$ cat src/design/jcs_pkg.sv
// ---------------------------------------------------------------------------
// Joint command smoother package
// Shared types, operation codes and register map for the smoother.
// ---------------------------------------------------------------------------
package jcs_pkg;

  localparam int unsigned JOINTS    = 7;
  localparam int unsigned POS_W     = 32;
  localparam int unsigned WEIGHT_W  = 17;
  localparam int unsigned COUNT_W   = 11;
  localparam int unsigned OVF_W     = 16;
  localparam int unsigned ADDR_W    = 4;
  localparam int unsigned DATA_W    = 32;
  localparam int unsigned WSHIFT    = 16;

  localparam logic [WEIGHT_W-1:0] WEIGHT_ONE     = WEIGHT_W'(65536);
  localparam logic [WEIGHT_W-1:0] WEIGHT_RESET   = WEIGHT_W'(32768);
  localparam logic [COUNT_W-1:0]  LIMIT_RESET    = COUNT_W'(10);
  localparam logic [OVF_W-1:0]    OVF_MAX        = {OVF_W{1'b1}};

  // Register indexes, taken from paddr[3:2].
  typedef enum logic [1:0] {
    REG_SMOOTHING_ON = 2'd0,
    REG_BLEND_WEIGHT = 2'd1,
    REG_BUFFER_LIMIT = 2'd2,
    REG_UNUSED       = 2'd3
  } reg_idx_t;

  typedef enum logic [1:0] {
    OP_ADD   = 2'd0,
    OP_TICK  = 2'd1,
    OP_CLEAR = 2'd2,
    OP_INIT  = 2'd3
  } op_t;

  typedef logic signed [POS_W-1:0] pos_t;

  // Per-word commands broadcast from the control block to every lane.
  typedef struct packed {
    logic load_target;
    logic load_last;
    logic copy_target;
    logic blend;
  } lane_ctl_t;

  typedef struct packed {
    logic                          out_valid;
    logic [JOINTS-1:0][POS_W-1:0]  joints;
    logic [COUNT_W-1:0]            occupancy;
    logic [OVF_W-1:0]              overflow_total;
  } res_t;

endpackage

$ cat src/design/jcs_lane.sv
// ---------------------------------------------------------------------------
// Joint lane
// Holds one joint's target and last output and computes the blended step.
// ---------------------------------------------------------------------------
module jcs_lane (
  input  logic                               clk,
  input  jcs_pkg::lane_ctl_t                 ctl,
  input  logic [jcs_pkg::WEIGHT_W-1:0]       weight,
  input  jcs_pkg::pos_t                      pos_in,
  output jcs_pkg::pos_t                      pos_out
);

  localparam int unsigned DIFF_W = jcs_pkg::POS_W + 1;
  localparam int unsigned PROD_W = DIFF_W + jcs_pkg::WEIGHT_W + 1;

  jcs_pkg::pos_t              target;
  jcs_pkg::pos_t              last;
  jcs_pkg::pos_t              last_next;
  logic signed [DIFF_W-1:0]   diff;
  logic signed [PROD_W-1:0]   prod;

  // The blended value always lies between last and target, so the sum may be
  // taken modulo 2^32 without losing anything.
  always_comb begin
    diff = DIFF_W'(target) - DIFF_W'(last);
    prod = PROD_W'(diff) * $signed({1'b0, weight});
    if (ctl.load_last) begin
      last_next = pos_in;
    end else if (ctl.copy_target) begin
      last_next = target;
    end else if (ctl.blend) begin
      last_next = last + prod[jcs_pkg::WSHIFT +: jcs_pkg::POS_W];
    end else begin
      last_next = last;
    end
  end

  always_ff @(posedge clk) begin
    if (ctl.load_target) begin
      target <= pos_in;
    end
    last <= last_next;
  end

  assign pos_out = last_next;

endmodule

$ cat config.mk
export PLATFORM = sky130hd
export DESIGN_NAME = jcs_lane
export DESIGN_NICKNAME = d
export VERILOG_FILES = /design/src/design/jcs_pkg.sv /design/src/design/jcs_lane.sv
export SDC_FILE = /design/constraint.sdc
export NUM_CORES = 2
export LEC_CHECK = 0
export ABC_AREA = 0
export CORE_MARGIN = 8
export CORE_UTILIZATION = 60
export DETAILED_ROUTE_END_ITERATION = 10
export DONT_BUFFER_PORTS = 1
export PLACE_DENSITY = 0.87
export SKIP_CTS_REPAIR_TIMING = 1
export SLEW_MARGIN = 25
export SYNTH_ARGS = -nofsm -noshare
export SYNTH_HDL_FRONTEND = slang
export SYNTH_SLANG_ARGS = --single-unit
$ cat constraint.sdc
create_clock -name clk -period 10.8 [get_ports clk]
set_clock_uncertainty 0.15 [all_clocks]
set_input_delay 0.54 -clock clk [delete_from_list [all_inputs] [get_ports clk]]
set_output_delay 0.54 -clock clk [all_outputs]
set_load 0.005 [all_outputs]
==> impl_metrics.toml <==
[sta]
post-route-period-util = 1.12
worst_slack_ns = -1.26
final-setup-viol-count = 32
max_slew_margin = 0.299
rsz0062_at_grt = "yes"
finalCriticalPeriod_ns = 12.06
drv_slew = 0
finalSetupTns_ns = -20.21
fmax_mhz = 82.9
final-hold-violation-count = 0
worst_slew_pin_slew_ns = 1.04

[die]
die_x_um = 217
die_y_um = 217
ios = 86
rows = 73
initial_core_util = 0.608
coreArea_um2 = 39700
dieArea_um2 = 46900

[synth]
syn_inst = 2765
async_flop_share = 0
synthTopCellsByArea = "fa_1, inv_1, ha_1"
synth-edff-count = 32
yosysTopAreaCell = "fa_1"
seq_area_frac_synth = 0.0663
ys.flop_type = "edfxtp_1"
synth-seq-cells = 64
postSynthAreaPerCell_um2 = 8.73
syn_nets = 3512
yosysWarnings = 0
post-synth-top-area-fraction = 0.428
syn_area_um2 = 24100
ys_types = 69

[final_layout]
drive_gt1_frac = 0.160
syn_to_final_growth_pct = 15.1
diodes = 0
finalNetCount = 3707

[global_routing]
grt_overflow_total = 0
grt_antenna_before_repair = 1
grt_max_degree = 59
groute.usage.overall = 0.281
use_met1 = 0.330
grt_pass1_vias = 22000
use_met3 = 0.0511
met2_usage = 0.495
grt_pass1_wl_um = 107000
top_usage_layer = "met2"

[placed_design]
place_hpwl_um = 53200
portBuffers = 0
place_ws_ns = -0.725
gp_congestion = 1.02

[clocking]
cts_sinks = 64
clock_latency_ns = 0.35
cts_tree = "done"
cts_buffer_depth = 2
cts.htree.levels = 3
cts_buffers = 9
clkTransAtPathRegs_ns = 0.06
root_buffer = "clkbuf_16"

[setup_path]
critPathCaptureType = "output port"
arrival_ns = 11.37
cp-start-kind = "register"
critical_path_class = "register to output port"
critPathMaxStageDelay_ns = 0.58
worst_path_max_delay_cell = "fa_1"
cp_common_cell = "fa_1"
path_max_fanout = 7
worstPathRequired_ns = 10.11

[run_status]
run_status = "finished, violations left"
violations = "negative setup slack"

[route]
ant_nets = 0
drt_iter0_drc = 1850
drc = 0
vias_per_cell = 5.80
first_pass_iters = 8
num_vias = 20200
routed_wl_um = 69500
post_drt_wl_per_cell_um = 19.9

[job]
max_cap_viol_count = 0

[min_path]
hold_path.class = "input port to register"
==> cell usage after synthesis (all sizes together) (22+ instances only) <==
library cell	count
o21ai	82
edfxtp	32
xnor2	66
clkbuf	96
a21oi	99
nor2	65
ha	177
a21o	37
nor2b	34
nand2	308
mux2i	22
fa	516
and2	292
dfxtp	32
xor2	30
inv	693
==> final cells by class <==
class	instances	area, um^2
clock inverters	7	70.1
fillers	2632	11900
repair buffers	286	2240
flip-flops and latches	64	1600
clock buffers	9	225
multi-input cells	1906	20400
well taps	525	657
inverters	693	2600
==> critical path, delay by kind of cell (launching register included) <==
kind,cells,cell delay (ns)
AOI/OAI and AO/OA,17,3.37
buffers and inverters,8,0.84
DFF,1,0.39
adders and majority gates,10,4.16
xor gates and xnor gates,3,0.34
and+or+nand+nor,14,1.91
==> placed cells by master, fill, tap and decap left out, drive strengths merged, types with 16 or more instances in the layout <==
master / synthesis / final
nand2b: 20 / 20
and2: 292 / 292
o21ai: 82 / 82
fa: 516 / 516
nand2: 308 / 308
edfxtp: 32 / 32
nor2: 65 / 65
mux2i: 22 / 22
xor2: 30 / 30
xnor2: 66 / 66
a21o: 37 / 37
nand3: 20 / 20
a21oi: 99 / 99
o21a: 16 / 16
dfxtp: 32 / 32
nor2b: 34 / 34
buf: 6 / 286
ha: 177 / 177
inv: 693 / 694
==> worst paths after layout <==
check | start | to | slack (ns) | cells past startpoint
setup reg to reg | target[0] | last[24] | -0.45 | 52
setup / recovery | target[0] | pos_out[24] | -1.26 | 52
hold reg to reg | target[19] | last[19] | 0.49 | 2
hold / removal | pos_in[31] | target[31] | 0.13 | 0
==> kinds of logic (layout without fill, tap and decap cells) <==
logic type	Yosys count	in the layout	share of synthesized area
compound gates	307	307	0.0804
xor+xnor	97	97	0.0361
fa+ha+maj	693	693	0.520
buf+inv	795	995	0.124
flops	64	64	0.0663
mux	23	23	0.00959
simple gates	786	786	0.164
==> metrics by stage <==
| step | hold slack, ns | cells | util | cell area (um^2) |
|---|---|---|---|---|
| 2_1_floorplan | 0.416 | 2765 | - | 24200 |
| 4_1_cts | 0.126 | 3465 | 0.673 | 26700 |
| 3_5_place_dp | 0.489 | 3449 | 0.665 | 26400 |
| 5_1_grt | 0.123 | 3490 | 0.700 | 27800 |
| 3_3_place_gp | 0.477 | 3449 | 0.665 | 26400 |
| 6_report | 0.127 | 3490 | 0.700 | 27800 |
==> routing by layer <==
layer | up-vias | part of all wire
met3 | 358 | 0.085
li1 | 8619 | -
met2 | 1183 | 0.51
met5 | - | 0
met1 | 10100 | 0.35
met4 | 0 | 0.053
==> state kept, by name, indices dropped and copies added, names as in the netlist <==
signal  cells
target     32
last       32
Power is not shown: default switching activity piles up to over one toggle a cycle in this logic, so the estimate is an artifact.
