## config.mk

```make
export PLATFORM = sky130hd
export DESIGN_NAME = jcs_ctrl
export DESIGN_NICKNAME = d
export VERILOG_FILES = /design/src/design/jcs_pkg.sv /design/src/design/jcs_ctrl.sv
export SDC_FILE = /design/constraint.sdc
export NUM_CORES = 1
export LEC_CHECK = 0
export ABC_AREA = 1
export BUFFER_PORTS_ARGS = -buffer_cell sky130_fd_sc_hd__clkbuf_2
export CAP_MARGIN = 0
export CORE_MARGIN = 2
export CORE_UTILIZATION = 40
export CTS_CLUSTER_SIZE = 40
export DETAILED_ROUTE_END_ITERATION = 7
export PLACE_DENSITY = 0.7
export SYNTH_ARGS = -nofsm -noshare
export SYNTH_HDL_FRONTEND = slang
export SYNTH_SLANG_ARGS = --single-unit
```

## constraint.sdc

```tcl
create_clock -name clk -period 2.9 [get_ports clk]
set_clock_uncertainty 0.2 [all_clocks]
set_input_delay 0.435 -clock clk [delete_from_list [all_inputs] [get_ports clk]]
set_output_delay 0.435 -clock clk [all_outputs]
set_load 0.005 [all_outputs]
```

## src/design/jcs_pkg.sv

```systemverilog
// ---------------------------------------------------------------------------
// Joint command smoother package
// Shared types, operation codes and register map for the smoother.
// ---------------------------------------------------------------------------
package jcs_pkg;

  localparam int unsigned JOINTS    = 7;
  localparam int unsigned POS_W     = 32;
  localparam int unsigned WEIGHT_W  = 17;
  localparam int unsigned COUNT_W   = 11;
  localparam int unsigned OVF_W     = 16;
  localparam int unsigned ADDR_W    = 4;
  localparam int unsigned DATA_W    = 32;
  localparam int unsigned WSHIFT    = 16;

  localparam logic [WEIGHT_W-1:0] WEIGHT_ONE     = WEIGHT_W'(65536);
  localparam logic [WEIGHT_W-1:0] WEIGHT_RESET   = WEIGHT_W'(32768);
  localparam logic [COUNT_W-1:0]  LIMIT_RESET    = COUNT_W'(10);
  localparam logic [OVF_W-1:0]    OVF_MAX        = {OVF_W{1'b1}};

  // Register indexes, taken from paddr[3:2].
  typedef enum logic [1:0] {
    REG_SMOOTHING_ON = 2'd0,
    REG_BLEND_WEIGHT = 2'd1,
    REG_BUFFER_LIMIT = 2'd2,
    REG_UNUSED       = 2'd3
  } reg_idx_t;

  typedef enum logic [1:0] {
    OP_ADD   = 2'd0,
    OP_TICK  = 2'd1,
    OP_CLEAR = 2'd2,
    OP_INIT  = 2'd3
  } op_t;

  typedef logic signed [POS_W-1:0] pos_t;

  // Per-word commands broadcast from the control block to every lane.
  typedef struct packed {
    logic load_target;
    logic load_last;
    logic copy_target;
    logic blend;
  } lane_ctl_t;

  typedef struct packed {
    logic                          out_valid;
    logic [JOINTS-1:0][POS_W-1:0]  joints;
    logic [COUNT_W-1:0]            occupancy;
    logic [OVF_W-1:0]              overflow_total;
  } res_t;

endpackage

```

## src/design/jcs_ctrl.sv

```systemverilog
// ---------------------------------------------------------------------------
// Smoother control
// Decodes each word, keeps occupancy, overflow and last-output status.
// ---------------------------------------------------------------------------
module jcs_ctrl (
  input  logic                            clk,
  input  logic                            rst,
  input  logic                            accept,
  input  logic [1:0]                      operation,
  input  logic                            smoothing_on,
  input  logic [jcs_pkg::COUNT_W-1:0]     buffer_limit,
  output jcs_pkg::lane_ctl_t              ctl,
  output logic                            tick_valid,
  output logic [jcs_pkg::COUNT_W-1:0]     occupancy,
  output logic [jcs_pkg::OVF_W-1:0]       overflow_total
);

  logic [jcs_pkg::COUNT_W-1:0] held_count;
  logic [jcs_pkg::COUNT_W-1:0] held_count_next;
  logic [jcs_pkg::OVF_W-1:0]   overflow_count;
  logic [jcs_pkg::OVF_W-1:0]   overflow_count_next;
  logic                        last_valid;
  logic                        last_valid_next;
  logic [jcs_pkg::COUNT_W-1:0] limit;
  jcs_pkg::op_t                op;

  always_comb begin
    op                  = jcs_pkg::op_t'(operation);
    limit               = (buffer_limit == '0) ? jcs_pkg::COUNT_W'(1) : buffer_limit;
    held_count_next     = held_count;
    overflow_count_next = overflow_count;
    last_valid_next     = last_valid;
    ctl                 = '0;
    tick_valid          = 1'b0;
    if (accept) begin
      unique case (op)
        jcs_pkg::OP_ADD: begin
          ctl.load_target = 1'b1;
          if (held_count >= limit) begin
            if (overflow_count != jcs_pkg::OVF_MAX) begin
              overflow_count_next = overflow_count + 1'b1;
            end
          end else begin
            held_count_next = held_count + 1'b1;
          end
        end
        jcs_pkg::OP_TICK: begin
          if (held_count == '0) begin
            tick_valid = last_valid;
          end else begin
            tick_valid      = 1'b1;
            last_valid_next = 1'b1;
            if (!smoothing_on || !last_valid) begin
              ctl.copy_target = 1'b1;
            end else begin
              ctl.blend = 1'b1;
            end
          end
        end
        jcs_pkg::OP_CLEAR: begin
          held_count_next = '0;
          last_valid_next = 1'b0;
        end
        jcs_pkg::OP_INIT: begin
          ctl.load_last   = 1'b1;
          held_count_next = '0;
          last_valid_next = 1'b1;
        end
        default: begin
        end
      endcase
    end
  end

  always_ff @(posedge clk) begin
    if (rst) begin
      held_count     <= '0;
      overflow_count <= '0;
      last_valid     <= 1'b0;
    end else begin
      held_count     <= held_count_next;
      overflow_count <= overflow_count_next;
      last_valid     <= last_valid_next;
    end
  end

  assign occupancy      = held_count_next;
  assign overflow_total = overflow_count_next;

endmodule

```

==> out/qor.yml <==
outcome: "finished, violations left"
failed_checks: "negative setup slack"
antenna_found_initial: 0
setup.worst_path.class: "input port to primary output"
cp.required_ns: 2.27
synth_warnings: 0
ir_worst_vdd_v: 0.000126
min_period_over_period_pct: 102
n_antenna_cell: 0
power.total_uw: 733
hold_start: "operation[0]"
fmax_mhz: 338
synth_top_area_share_pct: 24.6
use_met3_pct: 1.36
yosys-top-cells-count: "nand2_1 (106), inv_1 (64), nor2_1 (42)"
grt_pass1_wl_mm: 9.59
finalCriticalPeriod_ns: 2.96
rsz0062_at_grt: "true"
grt_use_met1_pct: 21.6
rrSetupSlack_ns: 0.24
cap_viol_max_count: 0
ys.flop_type: "dfxtp_1"
relSlewSlack_pct: 57.4
first_iter_violations: 200
clk_pin_slew_ns: 0.10
cts_tree: "done"
slowest_delay_ns: 0.26
yosys.area.top_type: "dfxtp_1"
cts_num_sinks: 28
synth-seq-cells: 28
synth_nets: 399
drc: 0
hold_path_end: "last_valid"
hold_violations: 0
grt-ovfl-total: 0
synth_area_leaders: "dfxtp_1 (25%), nand2_1 (17%), inv_1 (11%)"
leakage_nw: 1.64
whs_path_depth: 3
critPathMaxFanout: 7
start_util_pct: 41.3
dieArea_mm2: 0.00631
port_buffers: 48
synthesis.area_mm2: 0.00227
die_w_um: 79.4
fin_util_pct: 57.5
grt_max_degree: 29
post_drt_wl_per_cell_um: 11.2
cp-startpoint: "buffer_limit[7]"
r2r_end: "overflow_count[3]"
coreArea_mm2: 0.00551
first_pass_iters: 4
track_usage_pct: 18.8
placed_cells: 500
cts-buffers-inserted: 3
drive_gt1_share_pct: 38.2
hp-class: "input port to flip-flop"
worstReg2RegStart: "held_count[8]"
power_density_mw_per_mm2: 231
place.gp.congestion: 0.931
viasPerCell: 4.74
via_count: 2501
arrival_ns: 2.32
htreeDepth: 1
instances_no_fill: 528
cp_slowest_cell: "nor4_4"
worst_pin_slew_ns: 0.639
globalRouteMet2Util_pct: 37.3
finalSetupTns_ns: -0.264
routed_wl_mm: 5.92
pin_count: 49
worstRegToRegCells: 17
clock_path_buffers: 2
clk_latency_ns: 0.28
cp_cell_sequence: "buf_6, nor4_4, a41o_1, ha_1, nand2_1, nor2_1, nand3_1, nand2_2, nor2_4, nand2_8, nor2_8, buf_4, nand2_1, nand2_2, nor2_2, clkbuf_2"
async_flop_share_pct: 0
rows: 27
busiest_layer: "met2"
holdWs_ns: 0.267
synth-seq-area-share_pct: 24.6
synth.distinct_cells: 35
cts_root_buf: "clkbuf_8"
ant_nets: 0
endpoint_kind: "primary output"
die_height_um: 79.4
drv_slew: 0
n_fill_cell: 536
startpoint_type: "input port"
setup_viol: 11
final_net_count: 488
synth.most_common_cell: "nand2_1"
area.growth.synth_to_final_pct: 39.3
synthCells: 368
dpl.hpwl_mm: 4.27
avgSynthCellArea_um2: 6.18
grt_pass1_vias: 2267
fin_ws_ns: -0.0584
synth_edf_count: 0
per-layer routing:
layer  vias to the layer above  part of all wire [%]
met5                         -                     0
met4                         0                   1.1
met3                         8                   3.4
met2                        44                    53
met1                      1124                    42
li1                       1325                     -
metrics by stage:
step           setup WS [ns]  area, µm²
5_1_grt               -0.233       3170
3_5_place_dp          -0.111       2700
3_3_place_gp         -0.0491       2700
4_1_cts              -0.0330       2940
6_report             -0.0584       3170
2_1_floorplan          0.204       2270
report_power, final:
group	switching [mW]	total, mW	internal, mW
clock network	0.124	0.246	0.122
logic	0.0569	0.0986	0.0417
registers	0.00181	0.388	0.386
total	0.183	0.733	0.549
timing repair:
action | in CTS | in global routing
gates resized for setup | 19 | 51
setup endpoints to repair | 19 | 29
hold buffers | 0 | 0
gates cloned | 1 | 0
pin swaps | 14 | 23
buffers inserted | 16 | 10
flip-flops by register name (all words and copies together), names as in the netlist:
name and count:
overflow_count 16, held_count 11, last_valid 1
placed cells by master, fill, tap and decap left out, types with 10 or more instances in the layout:
master and instances:
nand2_1 86, inv_1 58, clkbuf_2 43, buf_4 37, nor2_1 35, dfxtp_1 28
nand2_2 23, nand3_1 18, a21oi_1 15, ha_1 13, inv_2 11, nand4_1 10
critical path: cells and delay by family:
family	cells	cell delay, ns
AO/OA/AOI/OAI	1	0.18
adder cells (fa/ha/maj)	1	0.21
buffers and inverters	3	0.33
AND/OR/NAND/NOR	11	1.15
worst max-delay path by stage:
| stage | endpoint | slack [ns] | cells after the start |
|---|---|---|---|
| 3_5_place_dp | overflow_total[13] | -0.11 | 16 |
| 3_3_place_gp | overflow_total[13] | -0.05 | 16 |
| 5_1_grt | occupancy[10] | -0.23 | 17 |
| 6_report | occupancy[0] | -0.06 | 16 |
| 2_1_floorplan | overflow_total[5] | 0.20 | 14 |
| 4_1_cts | occupancy[8] | -0.03 | 16 |
cells by family (layout without fill, tap and decap cells):
logic type	Yosys count	after routing	share of synthesized area, %
and+or+nand+nor	215	216	44.4
DFF	28	28	24.6
AOI/OAI and AO/OA	31	31	8.20
buffers and inverters	77	164	13.6
xor gates and xnor gates	3	3	1.49
adders and majority gates	14	14	7.70
layout make-up:
class,instances,area (µm²),share of cell area [%]
tap,72,90.1,2.84
multi-input combinational,264,1620,51.0
clock buffer,4,55.1,1.74
inverter,71,272,8.57
timing repair buffer,89,576,18.2
sequential,28,561,17.7
No activity file was read; power rests on OpenSTA's default activity.
