<file path="config.mk">
export PLATFORM = sky130hd
export DESIGN_NAME = jcs_merge_flat
export DESIGN_NICKNAME = d
export VERILOG_FILES = /design/src/design/jcs_pkg.sv /design/src/design/jcs_res_if.sv /design/src/design/jcs_merge.sv /design/src/flat_wrapper.sv
export SDC_FILE = /design/constraint.sdc
export NUM_CORES = 1
export LEC_CHECK = 0
export BUFFER_PORTS_ARGS = -buffer_cell sky130_fd_sc_hd__buf_2
export CAP_MARGIN = 20
export CELL_PAD_IN_SITES_DETAIL_PLACEMENT = 0
export CELL_PAD_IN_SITES_GLOBAL_PLACEMENT = 1
export CORE_MARGIN = 10
export CORE_UTILIZATION = 48
export DETAILED_ROUTE_END_ITERATION = 8
export GPL_TIMING_DRIVEN = 0
export PLACE_DENSITY_LB_ADDON = 0.1
export RECOVER_POWER = 50
export SLEW_MARGIN = 20
export SYNTH_ARGS = -nofsm -noshare
export SYNTH_HDL_FRONTEND = slang
export SYNTH_SLANG_ARGS = --single-unit
</file>
<file path="constraint.sdc">
create_clock -name clk -period 23.4 [get_ports clk]
set_input_delay 4.68 -clock clk [delete_from_list [all_inputs] [get_ports clk]]
set_output_delay 4.68 -clock clk [all_outputs]
set_load 0.01 [all_outputs]
</file>
<file path="src/design/jcs_pkg.sv">
// ---------------------------------------------------------------------------
// Joint command smoother package
// Shared types, operation codes and register map for the smoother.
// ---------------------------------------------------------------------------
package jcs_pkg;

  localparam int unsigned JOINTS    = 7;
  localparam int unsigned POS_W     = 32;
  localparam int unsigned WEIGHT_W  = 17;
  localparam int unsigned COUNT_W   = 11;
  localparam int unsigned OVF_W     = 16;
  localparam int unsigned ADDR_W    = 4;
  localparam int unsigned DATA_W    = 32;
  localparam int unsigned WSHIFT    = 16;

  localparam logic [WEIGHT_W-1:0] WEIGHT_ONE     = WEIGHT_W'(65536);
  localparam logic [WEIGHT_W-1:0] WEIGHT_RESET   = WEIGHT_W'(32768);
  localparam logic [COUNT_W-1:0]  LIMIT_RESET    = COUNT_W'(10);
  localparam logic [OVF_W-1:0]    OVF_MAX        = {OVF_W{1'b1}};

  // Register indexes, taken from paddr[3:2].
  typedef enum logic [1:0] {
    REG_SMOOTHING_ON = 2'd0,
    REG_BLEND_WEIGHT = 2'd1,
    REG_BUFFER_LIMIT = 2'd2,
    REG_UNUSED       = 2'd3
  } reg_idx_t;

  typedef enum logic [1:0] {
    OP_ADD   = 2'd0,
    OP_TICK  = 2'd1,
    OP_CLEAR = 2'd2,
    OP_INIT  = 2'd3
  } op_t;

  typedef logic signed [POS_W-1:0] pos_t;

  // Per-word commands broadcast from the control block to every lane.
  typedef struct packed {
    logic load_target;
    logic load_last;
    logic copy_target;
    logic blend;
  } lane_ctl_t;

  typedef struct packed {
    logic                          out_valid;
    logic [JOINTS-1:0][POS_W-1:0]  joints;
    logic [COUNT_W-1:0]            occupancy;
    logic [OVF_W-1:0]              overflow_total;
  } res_t;

endpackage

</file>
<file path="src/design/jcs_res_if.sv">
// ---------------------------------------------------------------------------
// Result channel
// Valid/ready channel carrying the smoothed positions and the counters.
// ---------------------------------------------------------------------------
interface jcs_res_if;
  logic                valid;
  logic                ready;
  logic                out_valid;
  logic signed [31:0]  out_joint_a;
  logic signed [31:0]  out_joint_b;
  logic signed [31:0]  out_joint_c;
  logic signed [31:0]  out_joint_d;
  logic signed [31:0]  out_joint_e;
  logic signed [31:0]  out_joint_f;
  logic signed [31:0]  out_joint_g;
  logic [10:0]         occupancy;
  logic [15:0]         overflow_total;

  modport source (output valid, out_valid, out_joint_a, out_joint_b, out_joint_c,
                  out_joint_d, out_joint_e, out_joint_f, out_joint_g, occupancy,
                  overflow_total, input ready);
  modport sink (input valid, out_valid, out_joint_a, out_joint_b, out_joint_c,
                out_joint_d, out_joint_e, out_joint_f, out_joint_g, occupancy,
                overflow_total, output ready);
endinterface

</file>
<file path="src/design/jcs_merge.sv">
// ---------------------------------------------------------------------------
// Result merge and output buffer
// Gathers the lane outputs and counters into one word and holds up to two.
// ---------------------------------------------------------------------------
module jcs_merge (
  input  logic                                          clk,
  input  logic                                          rst,
  input  logic                                          push,
  input  logic                                          tick_valid,
  input  logic [jcs_pkg::JOINTS-1:0][jcs_pkg::POS_W-1:0] lane_pos,
  input  logic [jcs_pkg::COUNT_W-1:0]                   occupancy,
  input  logic [jcs_pkg::OVF_W-1:0]                     overflow_total,
  output logic                                          full,
  jcs_res_if.source                                     res
);

  jcs_pkg::res_t  wr_word;
  jcs_pkg::res_t  rd_word;
  jcs_pkg::res_t  buf_mem [2];
  logic           wr_ptr;
  logic           rd_ptr;
  logic [1:0]     count;
  logic           pop;

  always_comb begin
    wr_word.out_valid      = tick_valid;
    wr_word.joints         = tick_valid ? lane_pos : '0;
    wr_word.occupancy      = occupancy;
    wr_word.overflow_total = overflow_total;
  end

  assign full = (count == 2'd2);
  assign pop  = res.valid && res.ready;

  always_ff @(posedge clk) begin
    if (push) begin
      buf_mem[wr_ptr] <= wr_word;
    end
  end

  always_ff @(posedge clk) begin
    if (rst) begin
      wr_ptr <= 1'b0;
      rd_ptr <= 1'b0;
      count  <= 2'd0;
    end else begin
      if (push) begin
        wr_ptr <= !wr_ptr;
      end
      if (pop) begin
        rd_ptr <= !rd_ptr;
      end
      unique case ({push, pop})
        2'b10:   count <= count + 2'd1;
        2'b01:   count <= count - 2'd1;
        default: count <= count;
      endcase
    end
  end

  assign rd_word            = buf_mem[rd_ptr];
  assign res.valid          = (count != 2'd0);
  assign res.out_valid      = rd_word.out_valid;
  assign res.out_joint_a    = rd_word.joints[0];
  assign res.out_joint_b    = rd_word.joints[1];
  assign res.out_joint_c    = rd_word.joints[2];
  assign res.out_joint_d    = rd_word.joints[3];
  assign res.out_joint_e    = rd_word.joints[4];
  assign res.out_joint_f    = rd_word.joints[5];
  assign res.out_joint_g    = rd_word.joints[6];
  assign res.occupancy      = rd_word.occupancy;
  assign res.overflow_total = rd_word.overflow_total;

`ifndef SYNTH
  a_count_bound: assert property (@(posedge clk) disable iff (rst)
    count != 2'd3)
    else $error("output buffer count out of range");

  a_push_only: assert property (@(posedge clk) disable iff (rst)
    (push && !pop) |=> (count == $past(count) + 2'd1))
    else $error("output buffer did not grow on a push");

  a_pop_only: assert property (@(posedge clk) disable iff (rst)
    (pop && !push) |=> (count == $past(count) - 2'd1))
    else $error("output buffer did not shrink on a pop");

  a_no_push_full: assert property (@(posedge clk) disable iff (rst)
    push |-> (count != 2'd2))
    else $error("word pushed into a full output buffer");

  a_quiet_zero: assert property (@(posedge clk) disable iff (rst)
    (push && !tick_valid) |-> (wr_word.joints == '0))
    else $error("non-tick word carries joint positions");
`endif

endmodule

</file>
<file path="src/flat_wrapper.sv">
// flat-port wrapper written by rule: the top's interface ports become plain ports
module jcs_merge_flat 
  (clk, rst, push, tick_valid, lane_pos, occupancy, overflow_total, full, res_valid, res_out_valid, res_out_joint_a, res_out_joint_b, res_out_joint_c, res_out_joint_d, res_out_joint_e, res_out_joint_f, res_out_joint_g, res_occupancy, res_overflow_total, res_ready);
  jcs_res_if res_i ();
  input  logic clk;
  input  logic rst;
  input  logic push;
  input  logic tick_valid;
  input  logic [jcs_pkg::JOINTS-1:0][jcs_pkg::POS_W-1:0] lane_pos;
  input  logic [jcs_pkg::COUNT_W-1:0] occupancy;
  input  logic [jcs_pkg::OVF_W-1:0] overflow_total;
  output logic full;
  output wire logic [$bits(res_i.valid)-1:0] res_valid;
  output wire logic [$bits(res_i.out_valid)-1:0] res_out_valid;
  output wire logic [$bits(res_i.out_joint_a)-1:0] res_out_joint_a;
  output wire logic [$bits(res_i.out_joint_b)-1:0] res_out_joint_b;
  output wire logic [$bits(res_i.out_joint_c)-1:0] res_out_joint_c;
  output wire logic [$bits(res_i.out_joint_d)-1:0] res_out_joint_d;
  output wire logic [$bits(res_i.out_joint_e)-1:0] res_out_joint_e;
  output wire logic [$bits(res_i.out_joint_f)-1:0] res_out_joint_f;
  output wire logic [$bits(res_i.out_joint_g)-1:0] res_out_joint_g;
  output wire logic [$bits(res_i.occupancy)-1:0] res_occupancy;
  output wire logic [$bits(res_i.overflow_total)-1:0] res_overflow_total;
  input wire logic [$bits(res_i.ready)-1:0] res_ready;
  assign res_valid = res_i.valid;
  assign res_out_valid = res_i.out_valid;
  assign res_out_joint_a = res_i.out_joint_a;
  assign res_out_joint_b = res_i.out_joint_b;
  assign res_out_joint_c = res_i.out_joint_c;
  assign res_out_joint_d = res_i.out_joint_d;
  assign res_out_joint_e = res_i.out_joint_e;
  assign res_out_joint_f = res_i.out_joint_f;
  assign res_out_joint_g = res_i.out_joint_g;
  assign res_occupancy = res_i.occupancy;
  assign res_overflow_total = res_i.overflow_total;
  assign res_i.ready = res_ready;
  jcs_merge u_core (.clk(clk), .rst(rst), .push(push), .tick_valid(tick_valid), .lane_pos(lane_pos), .occupancy(occupancy), .overflow_total(overflow_total), .full(full), .res(res_i));
endmodule
</file>
==> flow_summary.toml, run 1 <==
[status]
outcome = "finished with violations"
failed_checks = "capacitance limit, slew limit"

[worst_setup_path]
path_max_fanout = 49
cp_common_cell = "clkbuf_1"
critPathRequiredTime_ps = 23650
cp_cell_sequence = "clkbuf_1, and2_0, clkbuf_1, buf_16"
path_class = "in -> reg"
crit_slowest_cell = "clkbuf_1"
critical_path.max_stage_delay_ps = 1910
r2r_cells = 3
start_kind = "input port"
setup.worst_path.end_class = "register"
arrival_ps = 8980

[sta]
skew_ps = 7.03
rsz0062_at_grt = "false"
post-route-period-util_pct = 37.3
tightest_slew_ps = 2700
setup_ws_ps = 14670
drv_slew = 167
fin_tns_setup_ps = 0
setup_viol = 0
max_freq_mhz = 115
hold_viol = 0
min_period_ps = 8730
timing.slew.headroom_pct = -80.0

[clock_tree]
numCtsBuffers = 53
ctsHoldBuffers = 0
cts_buffer_depth = 3
clock_latency_ps = 570
cts_tree = "done"
clkSinkCount = 509
cts.reportedPaths.clkPinSlew_ps = 60
cts_root_buf = "clkbuf_16"
cts_max_level = 2
cts_resized = 0
cts_setup_buffers = 0

[global_routing]
grt_pass1_wl_mm = 74.4
grt_max_degree = 50
grtUsageMet2_pct = 34.2
use_met1_pct = 21.5
antenna_found_initial = 26
grt_pass1_vias = 11883
busiest_layer = "met2"
grt_use_met3_pct = 8.37
track_usage_pct = 20.0
grt.overflow.total = 0

[synthesis]
synth-simple-area-share_pct = 7.25
synth_seq_cells = 509
avgSynthCellArea_um2 = 18.9
netlist_area_mm2 = 0.0200
synth_cell_types = 19
yosysWarningCount = 0
synthXorXnorAreaFrac_pct = 0.175
synth_top_family_by_area = "multiplexers"
syn_inst = 1055
ys_seq_area_share_pct = 76.3
syn-num-nets = 1312
synthMuxAreaShare_pct = 14.2
synth_compound_area_share_pct = 0.0877
synth_fa_ha_area_share_pct = 0.0627

[final_layout]
final_cells = 2223
drive_gt1_share_pct = 51.4
syn_to_final_growth_pct = 25.2
fill_cells = 3228
fin_nets = 1895
fin_util_pct = 60.9
final_cell_area_mm2 = 0.0250

[placement]
placed_cells_incl_taps = 2115
post-place-ws_ps = 16720
dp_hpwl_mm = 38.3
portBuffers = 509
place_area_mm2 = 0.0237
place_congestion = 0.780

[floorplanning]
die_w_um = 224
coreArea_mm2 = 0.0410
dieArea_mm2 = 0.0502
io_pins = 510
std_cell_rows = 74
die_h_um = 224
initial_utilization_pct = 48.7

[worst_hold_path]
hold_class = "reg -> reg"
hold_depth = 2

[detailed_routing]
drt-initial-drc-count = 595
wl_per_cell_um = 23.4
drc = 0
drt_first_pass_iters = 5
vias = 11223
ant_nets = 0
vias_per_cell = 5.05
wirelength_mm = 52.0

[pwr]
leakage_nw = 9.52
p_per_area_mw_per_mm2 = 97.3
irDropWorstVdd_v = 0.0000639

[run]
cap_viol_max_count = 4
layout make-up:
| type | count | area [um^2] | share of cell area (%) |
|---|---|---|---|
| repair buffers | 528 | 2730 | 10.9 |
| inverters | 1 | 3.75 | 0.0150 |
| flip-flops and latches | 509 | 15200 | 60.9 |
| clock buffers | 58 | 1350 | 5.38 |
| multi-input cells | 493 | 4350 | 17.4 |
| well taps | 532 | 666 | 2.66 |
| plain buffers | 52 | 368 | 1.47 |
| clock inverters | 37 | 264 | 1.06 |
| diodes | 13 | 32.5 | 0.130 |
kinds of logic (layout without fill, tap and decap cells):
| kind of cell | Yosys count | count (layout) |
|---|---|---|
| simple gates | 233 | 233 |
| flops | 509 | 509 |
| other cells | 0 | 13 |
| compound gates | 3 | 3 |
| xor+xnor | 4 | 4 |
| buf+inv | 53 | 676 |
| fa+ha+maj | 1 | 1 |
| mux | 252 | 252 |
sequential cells by signal (all words and copies together) (netlist names), named ones only:
name,count
u_core.rd_ptr,1
u_core.wr_ptr,1
u_core.count,2
u_core.buf_mem,504
Yosys cell counts:
cell type,count,area share [%]
o21ai_0,1,0.025
o21a_1,1,0.038
edfxtp_1,504,76
nor2_1,5,0.094
clkbuf_1,6,0.11
inv_1,1,0.019
xor2_1,1,0.044
buf_2,16,0.40
or3_1,1,0.031
and2_1,225,7.0
or2_2,1,0.031
ha_1,1,0.063
clkbuf_2,10,0.25
dfxtp_1,5,0.50
a21oi_1,1,0.025
buf_6,20,1.1
and2b_2,1,0.044
xnor2_1,3,0.13
mux2_2,252,14
worst max-delay path: cells and delay by family:
| kind | cells | cell delay [ps] |
|---|---|---|
| buffers and inverters | 3 | 2360 |
| AND/OR/NAND/NOR | 1 | 1880 |
metrics by stage:
step                      hold slack (ps)  total power, mW
after floorplan                       470             1.46
after global placement                495             1.69
after detailed placement              518             1.68
after CTS                             534             2.48
after global routing                  570             2.53
final                                 528             2.43
placed cells by master (no fill, tap or decap), drive strengths merged, types with 3 or more instances in the layout:
| cell type | n |
|---|---|
| dfxtp | 5 |
| nor2 | 5 |
| xnor2 | 3 |
| diode | 13 |
| bufinv | 4 |
| buf | 526 |
| mux2 | 252 |
| edfxtp | 504 |
| and2 | 225 |
| clkbuf | 112 |
| clkinv | 33 |
worst paths after layout:
path                                              startpoint                                to  slack (ps)
worst min-delay path            u_core.count[1]$_SDFFE_PP0P_      u_core.count[1]$_SDFFE_PP0P_         530
worst max register to register    u_core.wr_ptr$_SDFFE_PP0P_  u_core.buf_mem[1][200]$_DFFE_PP_       18540
worst min register to register  u_core.count[1]$_SDFFE_PP0P_      u_core.count[1]$_SDFFE_PP0P_         530
worst max-delay path                                    push  u_core.buf_mem[1][200]$_DFFE_PP_       14670
per-layer routing:
layer | part of all wire [%] | wire, um
met5 | 0.23 | 119
met4 | 3.2 | 1680
met3 | 9.9 | 5130
met2 | 51 | 26600
met1 | 35 | 18400
where the power goes:
group	switching [mW]	leakage, nW	internal, mW
Combinational	0.297	3.84	0.262
Clock	0.334	0.805	0.454
Sequential	0.0134	4.88	1.07
(Power assumes the default switching activity.)
==> inputs of run 2 (changes only) <==
--- a/config.mk
+++ b/config.mk
@@ -5,12 +5,13 @@
 export SDC_FILE = /design/constraint.sdc
 export NUM_CORES = 1
 export LEC_CHECK = 0
+export ABC_AREA = 1
 export BUFFER_PORTS_ARGS = -buffer_cell sky130_fd_sc_hd__buf_2
 export CAP_MARGIN = 20
 export CELL_PAD_IN_SITES_DETAIL_PLACEMENT = 0
 export CELL_PAD_IN_SITES_GLOBAL_PLACEMENT = 1
 export CORE_MARGIN = 10
-export CORE_UTILIZATION = 48
+export CORE_UTILIZATION = 39
 export DETAILED_ROUTE_END_ITERATION = 8
 export GPL_TIMING_DRIVEN = 0
 export PLACE_DENSITY_LB_ADDON = 0.1
==> constraint.sdc (replaced) <==
create_clock -name clk -period 7.39 [get_ports clk]
set_input_delay 1.478 -clock clk [delete_from_list [all_inputs] [get_ports clk]]
set_output_delay 1.478 -clock clk [all_outputs]
set_load 0.01 [all_outputs]
==> flow_summary.toml, run 2 <==
[floorplanning]
die_h_um = 248
io_pins = 510
initial_utilization_pct = 39.4
dieArea_mm2 = 0.0615
std_cell_rows = 83
coreArea_mm2 = 0.0514
die_w_um = 248

[final_layout]
layout_common_cells = "510 x buf_2, 504 x edfxtp_1, 252 x mux2_2"
largestRegisters = "u_core.buf_mem x504, u_core.count x2"
fill_cells = 4653
largest_reg_flops = 504
largest-register = "u_core.buf_mem"
drive_gt1_share_pct = 45.0
fin_nets = 2132
layout_commonest_cell = "buf_2"
syn_to_final_growth_pct = 25.9

[synthesis]
ys_seq_area_share_pct = 75.1
yosysWarningCount = 0
synth_cell_types = 14
synth_seq_cells = 509
avgSynthCellArea_um2 = 15.7
yosysMostFrequentCell = "edfxtp_1"
netlist_area_mm2 = 0.0203
synth_top_area_share_pct = 74.6
synth-main-ff-cell = "edfxtp_1"
synth_area_leaders = "edfxtp_1 75%, mux2_2 14%, inv_1 4.3%"
syn_inst = 1294
synth_edf_count = 504
yosys-top-cells-count = "504 x edfxtp_1, 252 x mux2_2, 233 x inv_1"
syn-num-nets = 1551
async_reset_ff_share_pct = 0
yosys.area.top_type = "edfxtp_1"

[clock_tree]
clkSinkCount = 509
cts_root_buf = "clkbuf_16"
clock_latency_ps = 580
cts_tree = "done"
cts_buffer_depth = 3
ctsHoldBuffers = 0
cts_setup_buffers = 0
numCtsBuffers = 55
cts.reportedPaths.clkPinSlew_ps = 60
cts_resized = 0
cts_max_level = 2

[global_routing]
grt_max_degree = 83
grt_pass1_wl_mm = 77.1
busiest_layer = "met2"
grt_pass1_vias = 12574
track_usage_pct = 17.1
grtUsageMet2_pct = 30.5
grt.overflow.total = 0
grt_use_met3_pct = 6.27
use_met1_pct = 18.2
antenna_found_initial = 20

[detailed_routing]
ant_nets = 0
drt_first_pass_iters = 5
wirelength_mm = 54.2
vias = 11757
drt-initial-drc-count = 528
vias_per_cell = 4.50
drc = 0
wl_per_cell_um = 20.7

[sta]
fin_tns_setup_ps = 0
min_period_ps = 4820
hold_viol = 0
max_freq_mhz = 208
tightest_slew_ps = 2300
skew_ps = 9.08
drv_slew = 200
setup_ws_ps = 2570
post-route-period-util_pct = 65.2
setup_viol = 0
rsz0062_at_grt = "false"
timing.slew.headroom_pct = -53.1

[pwr]
fin_total_pwr_mw = 6.89
leakage_nw = 11.3
p_per_area_mw_per_mm2 = 270
irDropWorstVdd_v = 0.000174

[worst_setup_path]
crit_family = "buffers and inverters"
start_kind = "input port"
arrival_ps = 4670
critPathRequiredTime_ps = 7240
reg2reg_from = "u_core.wr_ptr$_SDFFE_PP0P_"
crit_slowest_cell = "clkbuf_2"
path_buf_inv = 3
r2r_cells = 3
setup.worst_path.end_class = "register"
r2r_end = "u_core.buf_mem[1][1]$_DFFE_PP_"
path_class = "in -> reg"
critical_path.max_stage_delay_ps = 1510
cp_cell_sequence = "clkbuf_1, nand2_1, clkinvlp_2, clkbuf_2"
r2r_slack_ps = 3260
path_max_fanout = 81

[worst_hold_path]
hp-start = "u_core.rd_ptr$_SDFFE_PP0P_"
hold_end = "u_core.rd_ptr$_SDFFE_PP0P_"
hold_class = "reg -> reg"
hold_depth = 2

[placement]
dp_hpwl_mm = 40.3
portBuffers = 509
post-place-ws_ps = 4180
place_congestion = 0.751

[status]
outcome = "finished with violations"
failed_checks = "capacitance limit, slew limit"

[run]
cap_viol_max_count = 3
## run 2: cell count changes in the layout (fill, tap and decap cells not counted), moves of 5 or more
cell      change
inv_1       +231
and2_0      -125
and2_1      -100
nand2_1     +231
nor2_1        +5
clkbuf_2      -8
clkinv_2      -6
buf_2        +10
## run 2: cell families (layout without fill, tap and decap cells)
| logic type | Yosys count | after routing | share of synthesized area [%] |
|---|---|---|---|
| other cells | 0 | 11 | 0 |
| flops | 509 | 509 | 75.1 |
| compound gates | 3 | 3 | 0.0740 |
| buf+inv | 286 | 911 | 6.23 |
| fa+ha+maj | 1 | 1 | 0.0617 |
| simple gates | 243 | 243 | 4.52 |
| mux | 252 | 252 | 14.0 |
## run 2: cell type report
cell class | instances | area (um^2) | share of cell area (%)
inverter | 233 | 876 | 3.43
antenna | 11 | 27.5 | 0.108
buffer | 53 | 375 | 1.47
tap | 680 | 851 | 3.33
sequential | 509 | 15200 | 59.7
clock inverter | 30 | 181 | 0.710
timing repair buffer | 524 | 2730 | 10.7
multi-input combinational | 499 | 3780 | 14.8
clock buffer | 71 | 1480 | 5.79
## run 2: per-layer routing
metal | part of all wire, % | up-vias
met5 | 0.23 | -
met4 | 2.4 | 22
met3 | 8.5 | 96
met2 | 53 | 314
met1 | 36 | 5692
li1 | - | 5633
## run 2: per-stage QoR
step | hold slack [ps] | instances | utilization [%] | instance area, um^2
2_1_floorplan | 465 | 1294 | - | 20300
3_3_place_gp | 481 | 2483 | 46.1 | 23700
3_5_place_dp | 496 | 2498 | 46.8 | 24000
4_1_cts | 506 | 2599 | 50.0 | 25700
5_1_grt | 537 | 2605 | 49.7 | 25500
6_report | 501 | 2610 | 49.7 | 25500
## run 2: report_power, final
group          total [mW]  switching, mW  internal (mW)
Clock                2.53           1.06           1.47
Combinational       0.966          0.542          0.424
Sequential           3.39         0.0316           3.36
## run 2: worst reg2reg max path: stages (launching register included)
cell,delay [ps]
dfxtp_1,320
nand2_1,80
clkinvlp_2,1340
clkbuf_2,1530
## run 2: how the worst max path moves through the flow
stage | startpoint | to | slack, ps | cells past startpoint
global placement | push | u_core.buf_mem[1][143]$_DFFE_PP_ | -3230 | 3
detailed placement | push | u_core.buf_mem[0][143]$_DFFE_PP_ | 4180 | 7
finish | push | u_core.buf_mem[1][1]$_DFFE_PP_ | 2570 | 4
CTS | register | res_out_joint_c[9] | 3780 | 5
floorplan | push | u_core.buf_mem[1][0]$_DFFE_PP_ | 380 | 2
global route | push | u_core.buf_mem[1][139]$_DFFE_PP_ | 2190 | 4
==> inputs of run 3 (changes only) <==
==> constraint.sdc (replaced) <==
create_clock -name clk -period 4.3 [get_ports clk]
set_input_delay 0.86 -clock clk [delete_from_list [all_inputs] [get_ports clk]]
set_output_delay 0.86 -clock clk [all_outputs]
set_load 0.01 [all_outputs]
==> flow_summary.toml, run 3 (synthesis gave the netlist of run 2 again) <==
[floorplanning]
std_cell_rows = 83
initial_utilization_pct = 39.4
io_pins = 510
die_w_um = 248
die_h_um = 248
coreArea_mm2 = 0.0514
dieArea_mm2 = 0.0615

[clock_tree]
clock_latency_ps = 590
clkSinkCount = 509
cts.reportedPaths.clkPinSlew_ps = 60
cts_setup_buffers = 0
cts_resized = 0
ctsHoldBuffers = 0
cts_root_buf = "clkbuf_16"
numCtsBuffers = 55
cts_max_level = 2
cts_tree = "done"
cts_buffer_depth = 3

[global_routing]
antenna_found_initial = 24
grt_pass1_wl_mm = 76.8
grt.overflow.total = 0
track_usage_pct = 16.9
grt_max_degree = 29
grt_pass1_vias = 12556

[detailed_routing]
ant_nets = 0
drt_first_pass_iters = 4
drt-initial-drc-count = 501
wl_per_cell_um = 20.8
vias_per_cell = 4.51
wirelength_mm = 54.4
vias = 11796
drc = 0

[sta]
setup_viol = 0
drv_slew = 28
post-route-period-util_pct = 73.3
skew_ps = 10.6
min_period_ps = 3150
tightest_slew_ps = 1830
rsz0062_at_grt = "false"
timing.slew.headroom_pct = -22.1
hold_viol = 0
max_freq_mhz = 317

[final_layout]
layout_commonest_cell = "buf_2"
final_cell_area_mm2 = 0.0258
largest-register = "u_core.buf_mem"
drive_gt1_share_pct = 45.2
syn_to_final_growth_pct = 27.1
fin_nets = 2140
layout_common_cells = "506 x buf_2, 504 x edfxtp_1, 252 x mux2_2"
largestRegisters = "u_core.buf_mem x504, u_core.count x2"
largest_reg_flops = 504

[status]
failed_checks = "capacitance limit, slew limit"
outcome = "finished with violations"

[worst_setup_path]
start_kind = "input port"
setup.worst_path.end_class = "register"
arrival_ps = 3430
path_max_fanout = 28
critPathRequiredTime_ps = 4580
path_class = "in -> reg"
r2r_cells = 4

[worst_hold_path]
hold_depth = 2
hold_class = "in -> reg"

[pwr]
p_per_area_mw_per_mm2 = 459
leakage_nw = 11.4
fin_total_pwr_mw = 11.8
irDropWorstVdd_v = 0.000368

[placement]
portBuffers = 509
dp_hpwl_mm = 40.9
place_area_mm2 = 0.0242
place_congestion = 0.773

[run]
cap_viol_max_count = 1
## run 3: changes by cell type in the layout (fill, tap and decap cells not counted), sizes merged
| cell | before | now |
|---|---|---|
| clkinv | 27 | 28 |
| clkinvlp | 2 | 3 |
| clkbuf | 110 | 107 |
| buf | 538 | 547 |
| bufinv | 2 | 1 |
## run 3: area by class of cell
type | count | area (um^2)
inverters | 233 | 888
fillers | 4578 | 25600
multi-input cells | 499 | 3800
clock inverters | 31 | 161
plain buffers | 53 | 368
clock buffers | 69 | 1470
repair buffers | 532 | 2970
well taps | 680 | 851
flip-flops and latches | 509 | 15200
diodes | 11 | 27.5
## run 3: report_power, final
part           switching [mW]  total, mW  internal [mW]
Clock                    1.85       4.31           2.46
Combinational           0.941       1.70          0.756
Sequential             0.0557       5.83           5.77
## run 3: critical path: stages
cell and delay, ps:
clkbuf_1 440, nand2_8 60, clkinvlp_2 370, clkbuf_1 1360
buf_12 310
## run 3: final timing paths
path | endpoint | from | slack (ps)
max | u_core.buf_mem[1][89]$_DFFE_PP_ | push | 1150
min | u_core.wr_ptr$_SDFFE_PP0P_ | rst | 450
max reg2reg | u_core.buf_mem[1][89]$_DFFE_PP_ | u_core.wr_ptr$_SDFFE_PP0P_ | 1420
min reg2reg | u_core.count[1]$_SDFFE_PP0P_ | u_core.count[1]$_SDFFE_PP0P_ | 500
## run 3: per-stage QoR
step / setup TNS [ps] / hold slack (ps) / setup slack [ps] / util (%) / instances
6_report: 0 / 449 / 1150 / 50.1 / 2617
5_1_grt: 0 / 420 / 960 / 50.1 / 2610
4_1_cts: 0 / 410 / 1300 / 50.3 / 2606
3_5_place_dp: 0 / 497 / 1350 / 47.1 / 2506
3_3_place_gp: -1856240 / 481 / -3870 / 46.1 / 2483
2_1_floorplan: -373910 / 465 / -767 / - / 1294
## run 3: layer usage
| layer | vias to the layer above | share of wire, % | track usage, % |
|---|---|---|---|
| met5 | - | 0.28 | 0 |
| met4 | 24 | 2.8 | 5.83 |
| met3 | 104 | 9.2 | 6.99 |
| met2 | 324 | 52 | 30.3 |
| met1 | 5706 | 35 | 17.6 |
| li1 | 5638 | - | - |
